===== config.mk =====
export PLATFORM = sky130hd
export DESIGN_NAME = tpa_front
export DESIGN_NICKNAME = d
export VERILOG_FILES = /design/src/hdl/tpa_pkg.sv /design/src/hdl/tpa_front.sv
export SDC_FILE = /design/constraint.sdc
export NUM_CORES = 1
export LEC_CHECK = 0
export BUFFER_PORTS_ARGS = -buffer_cell sky130_fd_sc_hd__buf_2
export CAP_MARGIN = 20
export CELL_PAD_IN_SITES_DETAIL_PLACEMENT = 1
export CELL_PAD_IN_SITES_GLOBAL_PLACEMENT = 2
export CORE_ASPECT_RATIO = 0.7
export CORE_MARGIN = 3
export CORE_UTILIZATION = 40
export DETAILED_ROUTE_END_ITERATION = 6
export PLACE_DENSITY = 0.93
export SETUP_SLACK_MARGIN = 0.4
export SYNTH_ARGS = -nofsm -noshare
export SYNTH_HDL_FRONTEND = slang
export SYNTH_SLANG_ARGS = --single-unit

===== constraint.sdc =====
create_clock -name clk_i -period 11.5 [get_ports clk_i]
set_input_delay 2.875 -clock clk_i [delete_from_list [all_inputs] [get_ports clk_i]]
set_output_delay 2.875 -clock clk_i [all_outputs]
set_load 0.005 [all_outputs]

===== src/hdl/tpa_pkg.sv =====
// Shared constants, types and helpers of the typed object pool allocator.
`timescale 1ns / 1ps
package tpa_pkg;

  // Pool geometry
  localparam int NUM_POOLS  = 3;
  localparam int POOL_DEPTH = 256;
  localparam int SLOT_W     = $clog2(POOL_DEPTH);
  localparam int LINK_W     = SLOT_W + 1;
  localparam int CNT_W      = SLOT_W + 1;
  localparam int POOL_W     = (NUM_POOLS > 1) ? $clog2(NUM_POOLS) : 1;
  localparam int MEM_DEPTH  = NUM_POOLS * POOL_DEPTH;
  localparam int MEM_AW     = $clog2(MEM_DEPTH);

  // Command queue between front and back
  localparam int FIFO_DEPTH = 2;
  localparam int FIFO_AW    = $clog2(FIFO_DEPTH);

  // Port field widths
  localparam int CMD_W      = 3;
  localparam int TYPE_W     = 32;
  localparam int SLOT_IN_W  = 8;
  localparam int STATUS_W   = 2;
  localparam int CAP_W      = 9;
  localparam int ID_W       = 32;
  localparam int LIVE_W     = 9;
  localparam int CFG_IDX_W  = 3;
  localparam int CFG_DATA_W = 32;

  // Null link: top bit set
  localparam logic [LINK_W-1:0] LINK_NULL = {1'b1, {SLOT_W{1'b0}}};

  // Command codes
  localparam logic [CMD_W-1:0] CMD_ALLOC = 3'd0;
  localparam logic [CMD_W-1:0] CMD_FREE  = 3'd1;
  localparam logic [CMD_W-1:0] CMD_FIRST = 3'd2;
  localparam logic [CMD_W-1:0] CMD_NEXT  = 3'd3;
  localparam logic [CMD_W-1:0] CMD_COUNT = 3'd4;

  // Status codes
  localparam logic [STATUS_W-1:0] STATUS_OK   = 2'd0;
  localparam logic [STATUS_W-1:0] STATUS_BAD  = 2'd1;
  localparam logic [STATUS_W-1:0] STATUS_FULL = 2'd2;

  // Register indexes
  localparam logic [CFG_IDX_W-1:0] CFG_TYPE_LIMIT = 3'd0;
  localparam logic [CFG_IDX_W-1:0] CFG_TYPE_A     = 3'd1;
  localparam logic [CFG_IDX_W-1:0] CFG_TYPE_B     = 3'd2;
  localparam logic [CFG_IDX_W-1:0] CFG_TYPE_C     = 3'd3;
  localparam logic [CFG_IDX_W-1:0] CFG_CAP_A      = 3'd4;
  localparam logic [CFG_IDX_W-1:0] CFG_CAP_B      = 3'd5;
  localparam logic [CFG_IDX_W-1:0] CFG_CAP_C      = 3'd6;

  typedef enum logic [2:0] {
    OP_ALLOC,
    OP_FREE,
    OP_FIRST,
    OP_NEXT,
    OP_COUNT,
    OP_ERR
  } op_e;

  typedef struct packed {
    op_e                   op;
    logic [POOL_W-1:0]     pool;
    logic [SLOT_IN_W-1:0]  slot;
  } item_t;

  typedef struct packed {
    logic              valid;
    logic [POOL_W-1:0] pool;
    logic [CNT_W-1:0]  cap;
  } rebuild_t;

  // Flat slot address: pool in the upper bits
  function automatic logic [MEM_AW-1:0] mem_addr(input logic [POOL_W-1:0] pool,
                                                 input logic [SLOT_W-1:0] slot);
    return MEM_AW'({pool, slot});
  endfunction

  // Clamp a capacity to the pool depth
  function automatic logic [CNT_W-1:0] eff_cap(input logic [CAP_W-1:0] cap);
    logic [CNT_W-1:0] res;
    if (32'(cap) > 32'(POOL_DEPTH)) begin
      res = CNT_W'(POOL_DEPTH);
    end else begin
      res = CNT_W'(cap);
    end
    return res;
  endfunction

endpackage


===== src/hdl/tpa_front.sv =====
// Front end: configuration registers, type lookup and command classification.
`timescale 1ns / 1ps
module tpa_front (
  input  logic                              clk_i,
  input  logic                              rst_ni,
  input  logic                              cfg_we_i,
  input  logic [tpa_pkg::CFG_IDX_W-1:0]     cfg_index_i,
  input  logic [tpa_pkg::CFG_DATA_W-1:0]    cfg_data_i,
  input  logic                              in_valid_i,
  output logic                              in_ready_o,
  input  logic [tpa_pkg::CMD_W-1:0]         cmd_i,
  input  logic [tpa_pkg::TYPE_W-1:0]        type_code_i,
  input  logic [tpa_pkg::SLOT_IN_W-1:0]     slot_index_i,
  input  logic                              full_i,
  output logic                              push_o,
  output tpa_pkg::item_t                    item_o,
  output tpa_pkg::rebuild_t                 rebuild_o
);

  logic [tpa_pkg::TYPE_W-1:0] type_limit_q;
  logic [tpa_pkg::TYPE_W-1:0] type_id_q [tpa_pkg::NUM_POOLS];
  logic [tpa_pkg::CAP_W-1:0]  cap_q     [tpa_pkg::NUM_POOLS];
  logic [tpa_pkg::CFG_IDX_W-1:0] type_off;
  logic [tpa_pkg::CFG_IDX_W-1:0] cap_off;
  logic                          type_in_range;
  logic                          cap_in_range;
  logic                          hit;
  logic [tpa_pkg::POOL_W-1:0]    hit_pool;
  logic                          type_ok;

  assign type_off      = cfg_index_i - tpa_pkg::CFG_TYPE_A;
  assign cap_off       = cfg_index_i - tpa_pkg::CFG_CAP_A;
  assign type_in_range = 32'(type_off) < 32'(tpa_pkg::NUM_POOLS);
  assign cap_in_range  = 32'(cap_off) < 32'(tpa_pkg::NUM_POOLS);

  // Store register writes
  always_ff @(posedge clk_i or negedge rst_ni) begin
    if (!rst_ni) begin
      type_limit_q <= '0;
      for (int p = 0; p < tpa_pkg::NUM_POOLS; p++) begin
        type_id_q[p] <= '0;
        cap_q[p]     <= '0;
      end
    end else if (cfg_we_i) begin
      unique case (cfg_index_i) inside
        tpa_pkg::CFG_TYPE_LIMIT: begin
          type_limit_q <= cfg_data_i;
        end
        tpa_pkg::CFG_TYPE_A, tpa_pkg::CFG_TYPE_B, tpa_pkg::CFG_TYPE_C: begin
          if (type_in_range) begin
            type_id_q[tpa_pkg::POOL_W'(type_off)] <= cfg_data_i;
          end
        end
        tpa_pkg::CFG_CAP_A, tpa_pkg::CFG_CAP_B, tpa_pkg::CFG_CAP_C: begin
          if (cap_in_range) begin
            cap_q[tpa_pkg::POOL_W'(cap_off)] <= cfg_data_i[tpa_pkg::CAP_W-1:0];
          end
        end
        default: ;
      endcase
    end
  end

  // Request a pool rebuild on any type id or capacity write
  always_comb begin
    rebuild_o = '0;
    if (cfg_we_i) begin
      unique case (cfg_index_i) inside
        tpa_pkg::CFG_TYPE_A, tpa_pkg::CFG_TYPE_B, tpa_pkg::CFG_TYPE_C: begin
          if (type_in_range) begin
            rebuild_o.valid = 1'b1;
            rebuild_o.pool  = tpa_pkg::POOL_W'(type_off);
            rebuild_o.cap   = tpa_pkg::eff_cap(cap_q[tpa_pkg::POOL_W'(type_off)]);
          end
        end
        tpa_pkg::CFG_CAP_A, tpa_pkg::CFG_CAP_B, tpa_pkg::CFG_CAP_C: begin
          if (cap_in_range) begin
            rebuild_o.valid = 1'b1;
            rebuild_o.pool  = tpa_pkg::POOL_W'(cap_off);
            rebuild_o.cap   = tpa_pkg::eff_cap(cfg_data_i[tpa_pkg::CAP_W-1:0]);
          end
        end
        default: ;
      endcase
    end
  end

  // Look up the pool; the lowest matching pool wins
  always_comb begin
    hit      = 1'b0;
    hit_pool = '0;
    for (int p = tpa_pkg::NUM_POOLS - 1; p >= 0; p--) begin
      if (type_id_q[p] == type_code_i) begin
        hit      = 1'b1;
        hit_pool = tpa_pkg::POOL_W'(p);
      end
    end
  end

  assign type_ok = (type_code_i != '0) && (type_code_i < type_limit_q) && hit;

  // Classify the item
  always_comb begin
    item_o.pool = hit_pool;
    item_o.slot = slot_index_i;
    if (!type_ok) begin
      item_o.op = tpa_pkg::OP_ERR;
    end else begin
      unique case (cmd_i)
        tpa_pkg::CMD_ALLOC: item_o.op = tpa_pkg::OP_ALLOC;
        tpa_pkg::CMD_FREE:  item_o.op = tpa_pkg::OP_FREE;
        tpa_pkg::CMD_FIRST: item_o.op = tpa_pkg::OP_FIRST;
        tpa_pkg::CMD_NEXT:  item_o.op = tpa_pkg::OP_NEXT;
        tpa_pkg::CMD_COUNT: item_o.op = tpa_pkg::OP_COUNT;
        default:            item_o.op = tpa_pkg::OP_ERR;
      endcase
    end
  end

  assign in_ready_o = !full_i;
  assign push_o     = in_valid_i && !full_i;

endmodule


==> impl_metrics.json <==
{
  "p_per_area_nw_per_um2": 182,
  "syn_area_per_cell_sq_um": 12.0,
  "vias": 5717,
  "core_sq_um": 20000,
  "p_total_w": 0.00174,
  "setup_tns_ps": 0,
  "numClockSinks": 155,
  "cp.required_ps": 8630,
  "ys_seq_elements": 155,
  "route.met2.wl_mm": 10.2,
  "dieArea_sq_um": 22400,
  "final_layout_size_suffix_gt1_frac": 0.226,
  "slew_headroom": 0.396,
  "cp-start-kind": "primary input",
  "wirelength_mm": 23.3,
  "syn_to_final_growth_pct": 15.9,
  "layout.nets": 899,
  "ir_drop_uv": 85.0,
  "overflow": 0,
  "fin_crit_ps": 8190,
  "syn_area_sq_um": 8260,
  "async_flop_share": 1.00,
  "finalCritPeriodShare": 0.713,
  "numCtsBuffers": 17,
  "die_h_um": 126,
  "hold_viol": 0,
  "synth.distinct_cells": 41,
  "synth_top_area_share": 0.470,
  "htree_levels": 4,
  "netlist_instances": 687,
  "synth-simple-area-share": 0.0755,
  "drv_slew": 0,
  "ant_nets": 0,
  "maxCapViolations": 0,
  "setup_viol": 0,
  "synth_top_family_by_area": "multiplexers",
  "synth.most_common_cell": "dfrtp_1",
  "hp-class": "flip-flop to flip-flop",
  "clk_path_buf_depth": 2,
  "drtIter0Drc": 361,
  "synth_seq_area_share": 0.470,
  "setup_slack_ps": 3310,
  "nFillCells": 2149,
  "first_pass_iters": 4,
  "drc": 0,
  "place_hpwl_mm": 17.0,
  "clock.fmax_mhz": 122,
  "postCtsHoldBufs": 0,
  "grt_max_degree": 95,
  "path_max_fanout": 5,
  "cts_setup_buffers": 0,
  "skew_ps": 0,
  "clock_latency_ps": 430,
  "antenna_found_initial": 2,
  "synth_common_cells": "dfrtp_1 (155), mux2_1 (107), xnor2_1 (64), mux2_2 (49), ha_1 (39)",
  "crit_path_end_kind": "output port",
  "grt_pass1_wl_mm": 35.8,
  "avgViaCountPerCell": 5.40,
  "synth_fa_ha_area_frac": 0.0591,
  "worstSetupPathType": "primary input to output port",
  "synthXorXnorAreaFrac": 0.102,
  "diodes": 0,
  "synth_flop_cell": "dfrtp_1",
  "synth_top_area_cell": "dfrtp_1",
  "synth_edf_count": 0,
  "pre_cts_ws_ps": 3380,
  "p_leak_nw": 4.50,
  "pin_count": 110,
  "wl_met3_mm": 1.04,
  "worst_ep_arrival_time_ps": 5320,
  "top_layer": "met5",
  "grt_usage": 0.214,
  "rsz0062_at_grt": "no",
  "path_clk_slew_ps": 60,
  "wl_per_cell_um": 22.0,
  "cts_tree": "built",
  "gp_congestion": 0.804,
  "std_cell_rows": 43,
  "cts_resized": 0,
  "synth_compound_area_frac": 0.0370,
  "route.layer.met1.wl_mm": 11.8,
  "outcome": "completed",
  "synth_nets": 809,
  "start_util": 0.412,
  "hold_slack_ps": 492,
  "netlist_top_cells_area": "dfrtp_1 (47%), mux2_1 (15%), xnor2_1 (6.8%)",
  "die_width_um": 178,
  "synth_warnings": 0,
  "root_buffer": "clkbuf_16",
  "grt_pass1_vias": 5956,
  "io_buffers": 93,
  "synth.area.mux_share": 0.222,
  "tightestPinTransition_ps": 906
}
## layer usage
metal	global-route usage	up-vias
li1	-	2599
met1	0.321	2964
met2	0.313	130
met3	0.0479	20
met4	0.0521	4
met5	0	-
## kinds of logic after synthesis
| group | after synthesis |
|---|---|
| adders and majority gates | 39 |
| buffers and inverters | 64 |
| DFF | 155 |
| xor gates and xnor gates | 96 |
| AOI/OAI and AO/OA | 51 |
| muxes | 164 |
| and+or+nand+nor | 118 |
## stage by stage
stage	cell area, sq um	util	std cells
2_1_floorplan	8260	-	687
5_1_grt	9570	0.478	1058
3_5_place_dp	8960	0.448	1028
4_1_cts	9570	0.478	1058
6_report	9570	0.478	1058
3_3_place_gp	8950	0.447	1027
## worst max-delay path, cell delays in order
cell	delay [ps]
buf_2	140
ha_1	330
and4_1	250
and2_1	210
a22oi_1	300
nand3_1	250
a311o_1	460
a2111o_1	360
buf_2	140
## cells in the final DEF, fill, tap and decap left out, drive strengths merged, types with 2 or more instances in the layout
cell,netlist,routed
nand2,12,12
bufinv,0,3
and4,3,3
clkbuf,7,23
nor2b,3,3
or3,2,2
nand2b,2,2
a21oi,29,29
inv,36,36
nor3,3,3
nand3,9,9
nor4,21,21
buf,21,99
a21o,4,4
dfrtp,155,155
clkinv,0,3
nand4,21,21
xnor2,64,64
and2,3,3
o21ai,8,8
a22oi,3,3
mux2,156,156
xor2,32,32
nor2,34,34
ha,39,39
mux2i,8,8
## cell type report
| cell class | count | area [sq um] | share of cell area |
|---|---|---|---|
| clock buffers | 23 | 498 | 0.0520 |
| clock inverters | 7 | 113 | 0.0118 |
| inverters | 36 | 135 | 0.0141 |
| multi-input cells | 468 | 4090 | 0.428 |
| flip-flops and latches | 155 | 3880 | 0.405 |
| well taps | 270 | 338 | 0.0353 |
| repair buffers | 99 | 514 | 0.0537 |
## power by group
part	total (W)	leakage [nW]	internal, W	switching, W
Combinational	0.000382	2.24	0.000187	0.000195
Sequential	0.000761	1.96	0.000677	0.0000846
Clock	0.000594	0.301	0.000367	0.000227
Total	0.00174	4.50	0.00123	0.000507
## path summary, 6_finish.rpt
| kind | endpoint | from | depth (start not counted) | slack, ps |
|---|---|---|---|---|
| worst max-delay path | item_o[10] | type_code_i[14] | 9 | 3310 |
| worst min-delay path | cap_q[5]$_DFFE_PN0P_ | cap_q[5]$_DFFE_PN0P_ | 1 | 490 |
| worst max register to register | type_id_q[32]$_DFFE_PN0P_ | type_id_q[32]$_DFFE_PN0P_ | 1 | 10650 |
| worst min register to register | cap_q[5]$_DFFE_PN0P_ | cap_q[5]$_DFFE_PN0P_ | 1 | 490 |
| max in group asynchronous | type_limit_q[1]$_DFFE_PN0P_ | rst_ni | 2 | 7560 |
| min in group asynchronous | type_limit_q[26]$_DFFE_PN0P_ | rst_ni | 1 | 2510 |
## state kept, by name (all words and copies together) (netlist names)
register      cells
cap_q            27
type_id_q        96
type_limit_q     32
No activity file was read; power rests on OpenSTA's default activity.
