===== config.mk =====
export PLATFORM = sky130hd
export DESIGN_NAME = tpa_fifo
export DESIGN_NICKNAME = d
export VERILOG_FILES = /design/src/hdl/tpa_pkg.sv /design/src/hdl/tpa_fifo.sv
export SDC_FILE = /design/constraint.sdc
export NUM_CORES = 1
export LEC_CHECK = 0
export BUFFER_PORTS_ARGS = -buffer_cell sky130_fd_sc_hd__buf_2
export CAP_MARGIN = 20
export CELL_PAD_IN_SITES_DETAIL_PLACEMENT = 1
export CELL_PAD_IN_SITES_GLOBAL_PLACEMENT = 1
export CORE_MARGIN = 10
export CORE_UTILIZATION = 37
export DETAILED_ROUTE_END_ITERATION = 8
export GPL_TIMING_DRIVEN = 0
export PLACE_DENSITY_LB_ADDON = 0.1
export SYNTH_ARGS = -nofsm -noshare
export SYNTH_HDL_FRONTEND = slang
export SYNTH_SLANG_ARGS = --single-unit
export TNS_END_PERCENT = 20

===== constraint.sdc =====
create_clock -name clk_i -period 4.15 [get_ports clk_i]
set_clock_uncertainty 0.05 [all_clocks]
set_input_delay 0.83 -clock clk_i [delete_from_list [all_inputs] [get_ports clk_i]]
set_output_delay 0.83 -clock clk_i [all_outputs]
set_load 0.02 [all_outputs]

===== src/hdl/tpa_pkg.sv =====
// Shared constants, types and helpers of the typed object pool allocator.
`timescale 1ns / 1ps
package tpa_pkg;

  // Pool geometry
  localparam int NUM_POOLS  = 3;
  localparam int POOL_DEPTH = 256;
  localparam int SLOT_W     = $clog2(POOL_DEPTH);
  localparam int LINK_W     = SLOT_W + 1;
  localparam int CNT_W      = SLOT_W + 1;
  localparam int POOL_W     = (NUM_POOLS > 1) ? $clog2(NUM_POOLS) : 1;
  localparam int MEM_DEPTH  = NUM_POOLS * POOL_DEPTH;
  localparam int MEM_AW     = $clog2(MEM_DEPTH);

  // Command queue between front and back
  localparam int FIFO_DEPTH = 2;
  localparam int FIFO_AW    = $clog2(FIFO_DEPTH);

  // Port field widths
  localparam int CMD_W      = 3;
  localparam int TYPE_W     = 32;
  localparam int SLOT_IN_W  = 8;
  localparam int STATUS_W   = 2;
  localparam int CAP_W      = 9;
  localparam int ID_W       = 32;
  localparam int LIVE_W     = 9;
  localparam int CFG_IDX_W  = 3;
  localparam int CFG_DATA_W = 32;

  // Null link: top bit set
  localparam logic [LINK_W-1:0] LINK_NULL = {1'b1, {SLOT_W{1'b0}}};

  // Command codes
  localparam logic [CMD_W-1:0] CMD_ALLOC = 3'd0;
  localparam logic [CMD_W-1:0] CMD_FREE  = 3'd1;
  localparam logic [CMD_W-1:0] CMD_FIRST = 3'd2;
  localparam logic [CMD_W-1:0] CMD_NEXT  = 3'd3;
  localparam logic [CMD_W-1:0] CMD_COUNT = 3'd4;

  // Status codes
  localparam logic [STATUS_W-1:0] STATUS_OK   = 2'd0;
  localparam logic [STATUS_W-1:0] STATUS_BAD  = 2'd1;
  localparam logic [STATUS_W-1:0] STATUS_FULL = 2'd2;

  // Register indexes
  localparam logic [CFG_IDX_W-1:0] CFG_TYPE_LIMIT = 3'd0;
  localparam logic [CFG_IDX_W-1:0] CFG_TYPE_A     = 3'd1;
  localparam logic [CFG_IDX_W-1:0] CFG_TYPE_B     = 3'd2;
  localparam logic [CFG_IDX_W-1:0] CFG_TYPE_C     = 3'd3;
  localparam logic [CFG_IDX_W-1:0] CFG_CAP_A      = 3'd4;
  localparam logic [CFG_IDX_W-1:0] CFG_CAP_B      = 3'd5;
  localparam logic [CFG_IDX_W-1:0] CFG_CAP_C      = 3'd6;

  typedef enum logic [2:0] {
    OP_ALLOC,
    OP_FREE,
    OP_FIRST,
    OP_NEXT,
    OP_COUNT,
    OP_ERR
  } op_e;

  typedef struct packed {
    op_e                   op;
    logic [POOL_W-1:0]     pool;
    logic [SLOT_IN_W-1:0]  slot;
  } item_t;

  typedef struct packed {
    logic              valid;
    logic [POOL_W-1:0] pool;
    logic [CNT_W-1:0]  cap;
  } rebuild_t;

  // Flat slot address: pool in the upper bits
  function automatic logic [MEM_AW-1:0] mem_addr(input logic [POOL_W-1:0] pool,
                                                 input logic [SLOT_W-1:0] slot);
    return MEM_AW'({pool, slot});
  endfunction

  // Clamp a capacity to the pool depth
  function automatic logic [CNT_W-1:0] eff_cap(input logic [CAP_W-1:0] cap);
    logic [CNT_W-1:0] res;
    if (32'(cap) > 32'(POOL_DEPTH)) begin
      res = CNT_W'(POOL_DEPTH);
    end else begin
      res = CNT_W'(cap);
    end
    return res;
  endfunction

endpackage


===== src/hdl/tpa_fifo.sv =====
// Short queue of classified items between front and back end.
`timescale 1ns / 1ps
module tpa_fifo (
  input  logic           clk_i,
  input  logic           rst_ni,
  input  logic           push_i,
  input  tpa_pkg::item_t item_i,
  output logic           full_o,
  input  logic           pop_i,
  output logic           valid_o,
  output tpa_pkg::item_t item_o
);

  tpa_pkg::item_t               entry_q [tpa_pkg::FIFO_DEPTH];
  logic [tpa_pkg::FIFO_AW-1:0]  wr_ptr_q;
  logic [tpa_pkg::FIFO_AW-1:0]  rd_ptr_q;
  logic [tpa_pkg::FIFO_AW:0]    count_q;

  assign full_o  = count_q == (tpa_pkg::FIFO_AW + 1)'(tpa_pkg::FIFO_DEPTH);
  assign valid_o = count_q != '0;
  assign item_o  = entry_q[rd_ptr_q];

  // Store pushed items
  always_ff @(posedge clk_i) begin
    if (push_i) begin
      entry_q[wr_ptr_q] <= item_i;
    end
  end

  // Advance pointers and fill count
  always_ff @(posedge clk_i or negedge rst_ni) begin
    if (!rst_ni) begin
      wr_ptr_q <= '0;
      rd_ptr_q <= '0;
      count_q  <= '0;
    end else begin
      if (push_i) begin
        wr_ptr_q <= wr_ptr_q + 1'b1;
      end
      if (pop_i) begin
        rd_ptr_q <= rd_ptr_q + 1'b1;
      end
      if (push_i && !pop_i) begin
        count_q <= count_q + 1'b1;
      end else if (pop_i && !push_i) begin
        count_q <= count_q - 1'b1;
      end
    end
  end

endmodule


==> out/metrics.yaml, run 1 <==
grt:
  grt_pass1_wl_um: 3139
  grt_overflow_total: 0
  antenna_found_initial: 0
  grt_pass1_vias: 623
  grtUsageTotal_pct: 7.690
  grt_max_degree: 14
yosys:
  yosys_warnings: 0
  synthTopCellsByCount: "edfxtp_1, mux2_2, dfrtp_1, xor2_1, nor2b_1"
  yosysTopAreaCell: "edfxtp_1"
  synth_edf_count: 26
  synth_area_per_cell_um2: 20.13
  synth_cells: 56
  synth_compound_area_share_pct: 0
  synthFlopType: "edfxtp_1"
  yosysTopAreaCellShare_pct: 69.26
  synth-simple-area-share_pct: 2.553
  synth_xor_area_share_pct: 3.885
  async_flop_share_pct: 13.33
  synth.area.mux_share_pct: 12.99
  synth.distinct_cells: 12
  synthAdderAreaFrac_pct: 1.110
  synth.most_common_cell: "edfxtp_1"
  synth_top_family_by_area: "multiplexers"
  synth-seq-area-share_pct: 78.14
  synth-seq-cells: 30
  postSynthNetCount: 74
  yosys-top-cells-area: "edfxtp_1, mux2_2, dfrtp_1, xor2_1, ha_1"
  synth_area_um2: 1127
layout:
  syn2layout_area_growth_pct: 23.53
  layout-drive-gt1-share_pct: 56.25
  ff_latch_area_um2: 880.8
  design_area_um2: 1393
  fin_util_pct: 49.23
  nNetsFinal: 113
  antenna_cells: 0
  multi_input_area_um2: 231.5
  num-fill-cells: 286
clocking:
  clk_latency_ns: 0.30
  cts_sinks: 30
  cts_hold_buf: 0
  max-clock-path-buffers: 2
  cts_tree: "built"
  htreeDepth: 2
  postCtsSetupBuffers: 0
  cts_made_buffers: 5
  postCtsResizedCells: 0
  clkSlewWorstSetupHoldPaths_ns: 0.09
  clockRootBuffer: "clkbuf_4"
critical_path:
  slowest_delay_ns: 0.48
  reg2reg_to: "entry_q[0][10]"
  crit_arrival_ns: 1.48
  slowest_stage: "dfrtp_1"
  crit_fanout: 10
  reg2reg_depth: 2
  startpoint_type: "flip-flop"
  r2r-start: "wr_ptr_q"
  path_cells: "buf_6 -> mux2_2 -> buf_2"
  end_kind: "output port"
  crit_type: "reg2out"
  required_ns: 3.27
  crit_family: "flip-flops"
  reg2reg_slack_ns: 2.68
  crit_buf_inv: 2
floorplan:
  start_util_pct: 39.85
  rows: 19
  fp.dieArea_um2: 5655
  pin_count: 32
  die_height_um: 75.20
  core_um2: 2829
  die_w_um: 75.20
place:
  gp_congestion: 0.5844
  hpwl_um: 1514
  portBuffers: 31
  placed_area_um2: 1333
timing:
  max_freq_ghz: 0.4234
  worst_pin_slew_ns: 0.6293
  relSlewSlack_pct: 58.05
  slew_viol_final: 0
  finalCriticalPeriod_ns: 2.362
  rsz0062_at_grt: "no"
  setup_viol: 0
  timing_hold_violations_final: 0
  fin_crit_sh_pct: 56.91
  tns_ns: 0
detailed_routing:
  viasPerCell: 4.638
  drtPass1Iterations: 4
  antenna_left: 0
  vias: 589
  post-route-drc-count: 0
  drt_iter0_drc: 31
  wl_um: 1990
  wl_per_cell_um: 15.67
flow_run:
  maxCapViolations: 0
power:
  power_w: 0.0009336
  cellPowerDensity_nw_per_um2: 670.4
  peakVddDrop_uv: 291.1
  power_leakage_nw: 0.5566
hold_path:
  worst_hold_path_type: "in2async"
run_status:
  status: "finished, final reports clean"
## placed cells by master, fill, tap and decap left out
| cell type | Yosys | final |
|---|---|---|
| and2_1 | 1 | 1 |
| buf_2 | 0 | 31 |
| xor2_1 | 4 | 4 |
| ha_1 | 1 | 1 |
| edfxtp_1 | 26 | 26 |
| clkbuf_4 | 0 | 5 |
| buf_6 | 1 | 2 |
| nor2b_1 | 2 | 2 |
| dfrtp_1 | 4 | 4 |
| clkbuf_8 | 0 | 1 |
| clkinv_2 | 0 | 1 |
| xnor2_1 | 1 | 1 |
| or2_2 | 1 | 1 |
| mux2_2 | 13 | 13 |
| inv_1 | 1 | 1 |
| nor2_1 | 1 | 1 |
| clkbuf_1 | 0 | 1 |
## logic make-up after synthesis
logic type                 Yosys count
DFF                                 30
muxes                               13
xor gates and xnor gates             5
and+or+nand+nor                      5
buffers and inverters                2
adders and majority gates            1
## worst max path at each step
stage,from,endpoint,depth (start not counted)
final,rd_ptr_q,item_o[7],3
after global routing,rd_ptr_q,item_o[7],3
after CTS,rd_ptr_q,item_o[7],3
after detailed placement,push_i,entry_q[0][3],3
after global placement,push_i,entry_q[0][8],2
after floorplan,push_i,entry_q[0][0],1
## through the flow
stage               setup WS [ns]  hold WS [ns]  cells
global route                1.667        0.2278    127
finish                      1.788        0.2582    127
global placement            1.711        0.4191    118
detailed placement          2.056        0.4300    119
floorplan                   2.250        0.3981     56
CTS                         1.746        0.2449    127
## power by group
group | total [W] | switching [W] | internal [W]
Sequential | 0.000440 | 0.0000335 | 0.000406
Combinational | 0.000322 | 0.000182 | 0.000140
Clock | 0.000172 | 0.0000900 | 0.0000820
Total | 0.000934 | 0.000306 | 0.000628
## final cells by class
class,count,area share (%)
Buffer,1,0.8086
Clock buffer,7,3.953
Clock inverter,1,0.3594
Inverter,1,0.2695
Multi-Input combinational cell,24,16.62
Sequential cell,30,63.25
Tap cell,31,2.785
Timing Repair Buffer,32,11.95
## state kept, by name (all words and copies together) (netlist names)
register and count:
entry_q 26, count_q 2, rd_ptr_q 1, wr_ptr_q 1
## routing by layer
layer	part of all wire, %	vias to the layer above	global-route usage, %
li1	-	285	-
met1	40	279	8.472
met2	49	20	11.52
met3	9.0	5	4.731
met4	1.5	0	3.711
met5	0	-	0
(Power assumes the default switching activity.)
==> inputs of run 2 (changes only) <==
--- a/config.mk
+++ b/config.mk
@@ -5,6 +5,7 @@
 export SDC_FILE = /design/constraint.sdc
 export NUM_CORES = 1
 export LEC_CHECK = 0
+export ABC_AREA = 1
 export BUFFER_PORTS_ARGS = -buffer_cell sky130_fd_sc_hd__buf_2
 export CAP_MARGIN = 20
 export CELL_PAD_IN_SITES_DETAIL_PLACEMENT = 1
==> constraint.sdc (replaced) <==
create_clock -name clk_i -period 2.45 [get_ports clk_i]
set_clock_uncertainty 0.05 [all_clocks]
set_input_delay 0.49 -clock clk_i [delete_from_list [all_inputs] [get_ports clk_i]]
set_output_delay 0.49 -clock clk_i [all_outputs]
set_load 0.02 [all_outputs]
==> run 2 against run 1 <==
Against the previous run:
- sequential share of layout area fell by 0.90 points
- sequential power increased by 68%
- cell area rose by 1.4%
- global-route usage grew 0.84 points
- setup slack lost 1.4 ns
- count of clock-buffer cells in the layout decreased by 1
- synthesized cell count increased by 16%
- critical path depth unchanged
- power grew 68%
==> out/metrics.yaml, run 2 <==
timing:
  slew_viol_final: 0  # unchanged
  setup_viol: 0  # unchanged
  whs_ns: 0.2968  # +0.03861 ns
  relSlewSlack_pct: 53.48  # -4.6 points
  fin_crit_sh_pct: 82.40
  tns_ns: 0  # unchanged
  rsz0062_at_grt: "no"
  timing_hold_violations_final: 0  # unchanged
  max_freq_ghz: 0.4953
  worst_pin_slew_ns: 0.6952  # +0.06592 ns
  finalCriticalPeriod_ns: 2.019
yosys:
  yosysTopAreaCellShare_pct: 68.20  # -1.1 points
  synthTopCellsByCount: "edfxtp_1, mux2_2, inv_1, nand2_1, dfrtp_1"
  synth_area_per_cell_um2: 17.61  # -13%
  async_flop_share_pct: 13.33  # unchanged
  synth_cells: 65  # +16%
  synth.distinct_cells: 12  # unchanged
  yosys_warnings: 0  # unchanged
  synth_edf_count: 26  # unchanged
  yosysTopAreaCell: "edfxtp_1"
  synth.most_common_cell: "edfxtp_1"
  synth_area_um2: 1145  # +1.6%
  postSynthNetCount: 83  # +12%
  synthFlopType: "edfxtp_1"
  yosys-top-cells-area: "edfxtp_1, mux2_2, dfrtp_1, inv_1, nand2_1"
  synth-seq-cells: 30  # unchanged
  synth-seq-area-share_pct: 76.94  # -1.2 points
critical_path:
  reg2reg_to: "entry_q[0][4]"
  end_kind: "output port"
  crit_type: "reg2out"
  reg2reg_slack_ns: 0.91  # -1.77 ns
  crit_fanout: 10  # unchanged
  r2r-start: "wr_ptr_q"
  required_ns: 1.91  # -1.36 ns
  startpoint_type: "flip-flop"
  crit_arrival_ns: 1.48  # about the same
  reg2reg_depth: 2  # unchanged
floorplan:
  fp.dieArea_um2: 5719  # +1.1%
  start_util_pct: 38.13  # -1.7 points
  pin_count: 32  # unchanged
  die_w_um: 75.63  # +0.57%
  die_height_um: 75.63  # +0.57%
  core_um2: 3003  # +6.1%
  rows: 20  # +1
clocking:
  cts_sinks: 30  # unchanged
  clkSlewWorstSetupHoldPaths_ns: 0.09  # about the same
  cts_tree: "built"
  postCtsSetupBuffers: 0  # unchanged
  clockRootBuffer: "clkbuf_4"
  cts_made_buffers: 5  # unchanged
  htreeDepth: 2  # unchanged
  clk_latency_ns: 0.32  # +0.02 ns
  max-clock-path-buffers: 2  # unchanged
place:
  gp_congestion: 0.7391  # +26%
  hpwl_um: 1621  # +7.1%
  placed_area_um2: 1353  # +1.5%
  placed_cells: 130  # +9.2%
  portBuffers: 31  # unchanged
layout:
  num-fill-cells: 300  # +4.9%
  final_cell_mix: "buf_2, edfxtp_1, mux2_2"
  nNetsFinal: 123  # +8.8%
  antenna_cells: 0  # unchanged
  layout_commonest_cell: "buf_2"
  multi_input_area_um2: 226.5  # -2.2%
  design_area_um2: 1413  # +1.4%
  layoutNonFillerInstCount: 139  # +9.4%
  ff_latch_area_um2: 880.8  # unchanged
  syn2layout_area_growth_pct: 23.39
  top_register: "entry_q"
  reg.largest.list: "entry_q x26, count_q x2"
  layout-drive-gt1-share_pct: 49.06  # -7.2 points
  largest_register_ffs: 26  # unchanged
detailed_routing:
  wl_um: 2119  # +6.5%
  drtPass1Iterations: 3  # -1
  post-route-drc-count: 0  # unchanged
  wl_per_cell_um: 15.24  # -2.7%
  antenna_left: 0  # unchanged
  viasPerCell: 4.763  # +2.7%
  vias: 662  # +12%
  drt_iter0_drc: 21  # -32%
hold_path:
  worst_hold_path_type: "in2reg"
  min_from: "item_i[0]"
  min_path_cells: 1
  hold_end: "entry_q[0][0]"
grt:
  grtUsageTotal_pct: 8.528  # +0.84 points
  grt_overflow_total: 0  # unchanged
  grt_pass1_vias: 742  # +19%
  grt_max_degree: 14  # unchanged
  grt_pass1_wl_um: 3422  # +9.0%
  antenna_found_initial: 0  # unchanged
power:
  peakVddDrop_uv: 367.9  # +26%
  power_w: 0.001571  # +68%
  power_leakage_nw: 0.5885  # +5.7%
  cellPowerDensity_nw_per_um2: 1112  # +66%
run_status:
  status: "finished, final reports clean"
flow_run:
  maxCapViolations: 0  # unchanged
==> run 2: cell types whose count changed after synthesis, sizes merged <==
cell / delta
nor2b: -2
nand2: +6
xor2: -2
nand3: +1
nor2: +1
nand4: +1
and2: -1
inv: +6
or2: -1
==> run 2: kinds of logic after synthesis <==
kind of cell | synth area share [%]
buffers and inverters | 3.279
and+or+nand+nor | 3.607
xor gates and xnor gates | 2.296
adders and majority gates | 1.093
muxes | 12.79
DFF | 76.94
==> run 2: worst max-delay path: stages, from the launching register on <==
cell     delay (ns)
dfrtp_1        0.46
buf_6          0.19
mux2_2         0.34
buf_2          0.16
==> run 2: layer usage <==
metal / track usage [%] / vias up / wire (um)
li1: - / 314 / -
met3: 4.948 / 8 / 198
met2: 13.79 / 22 / 1087
met4: 5.567 / 0 / 52
met5: 0 / - / 0
met1: 8.110 / 318 / 781
==> run 2: stage by stage <==
stage | worst slack [ns] | util [%]
after CTS | 0.3848 | 47.04
after global placement | 0.4260 | 44.67
final | 0.4312 | 47.04
after global routing | 0.3189 | 47.04
after floorplan | 0.9310 | -
after detailed placement | 0.6402 | 45.04
==> run 2: worst max path at each step <==
stage             start             to  slack, ns  depth (start not counted)
2_1_floorplan    push_i  entry_q[0][0]       0.93                          2
3_3_place_gp     push_i  entry_q[0][6]       0.43                          3
3_5_place_dp     push_i  entry_q[0][6]       0.64                          4
4_1_cts        rd_ptr_q      item_o[5]       0.38                          3
5_1_grt        rd_ptr_q      item_o[8]       0.32                          3
6_report       rd_ptr_q      item_o[5]       0.43                          3
==> run 2: what timing repair did <==
| action | in CTS | in global routing |
|---|---|---|
| setup endpoints to repair | 0 | 0 |
| endpoints found under the hold margin | 4 | 0 |
| gates resized for setup | 0 | 0 |
| hold buffers | 1 | 0 |
==> run 2: power breakdown <==
group	internal (W)	switching, W	total (W)
logic	0.000232	0.000327	0.000560
registers	0.000687	0.0000537	0.000741
clock network	0.000108	0.000162	0.000270
==> run 2: layout make-up <==
type / instances / area share [%]
Clock buffer: 6 / 2.923
Sequential cell: 30 / 62.36
Tap cell: 33 / 2.923
Clock inverter: 2 / 0.6200
Buffer: 1 / 0.7972
Timing Repair Buffer: 33 / 12.49
Multi-Input combinational cell: 27 / 16.03
Inverter: 7 / 1.860
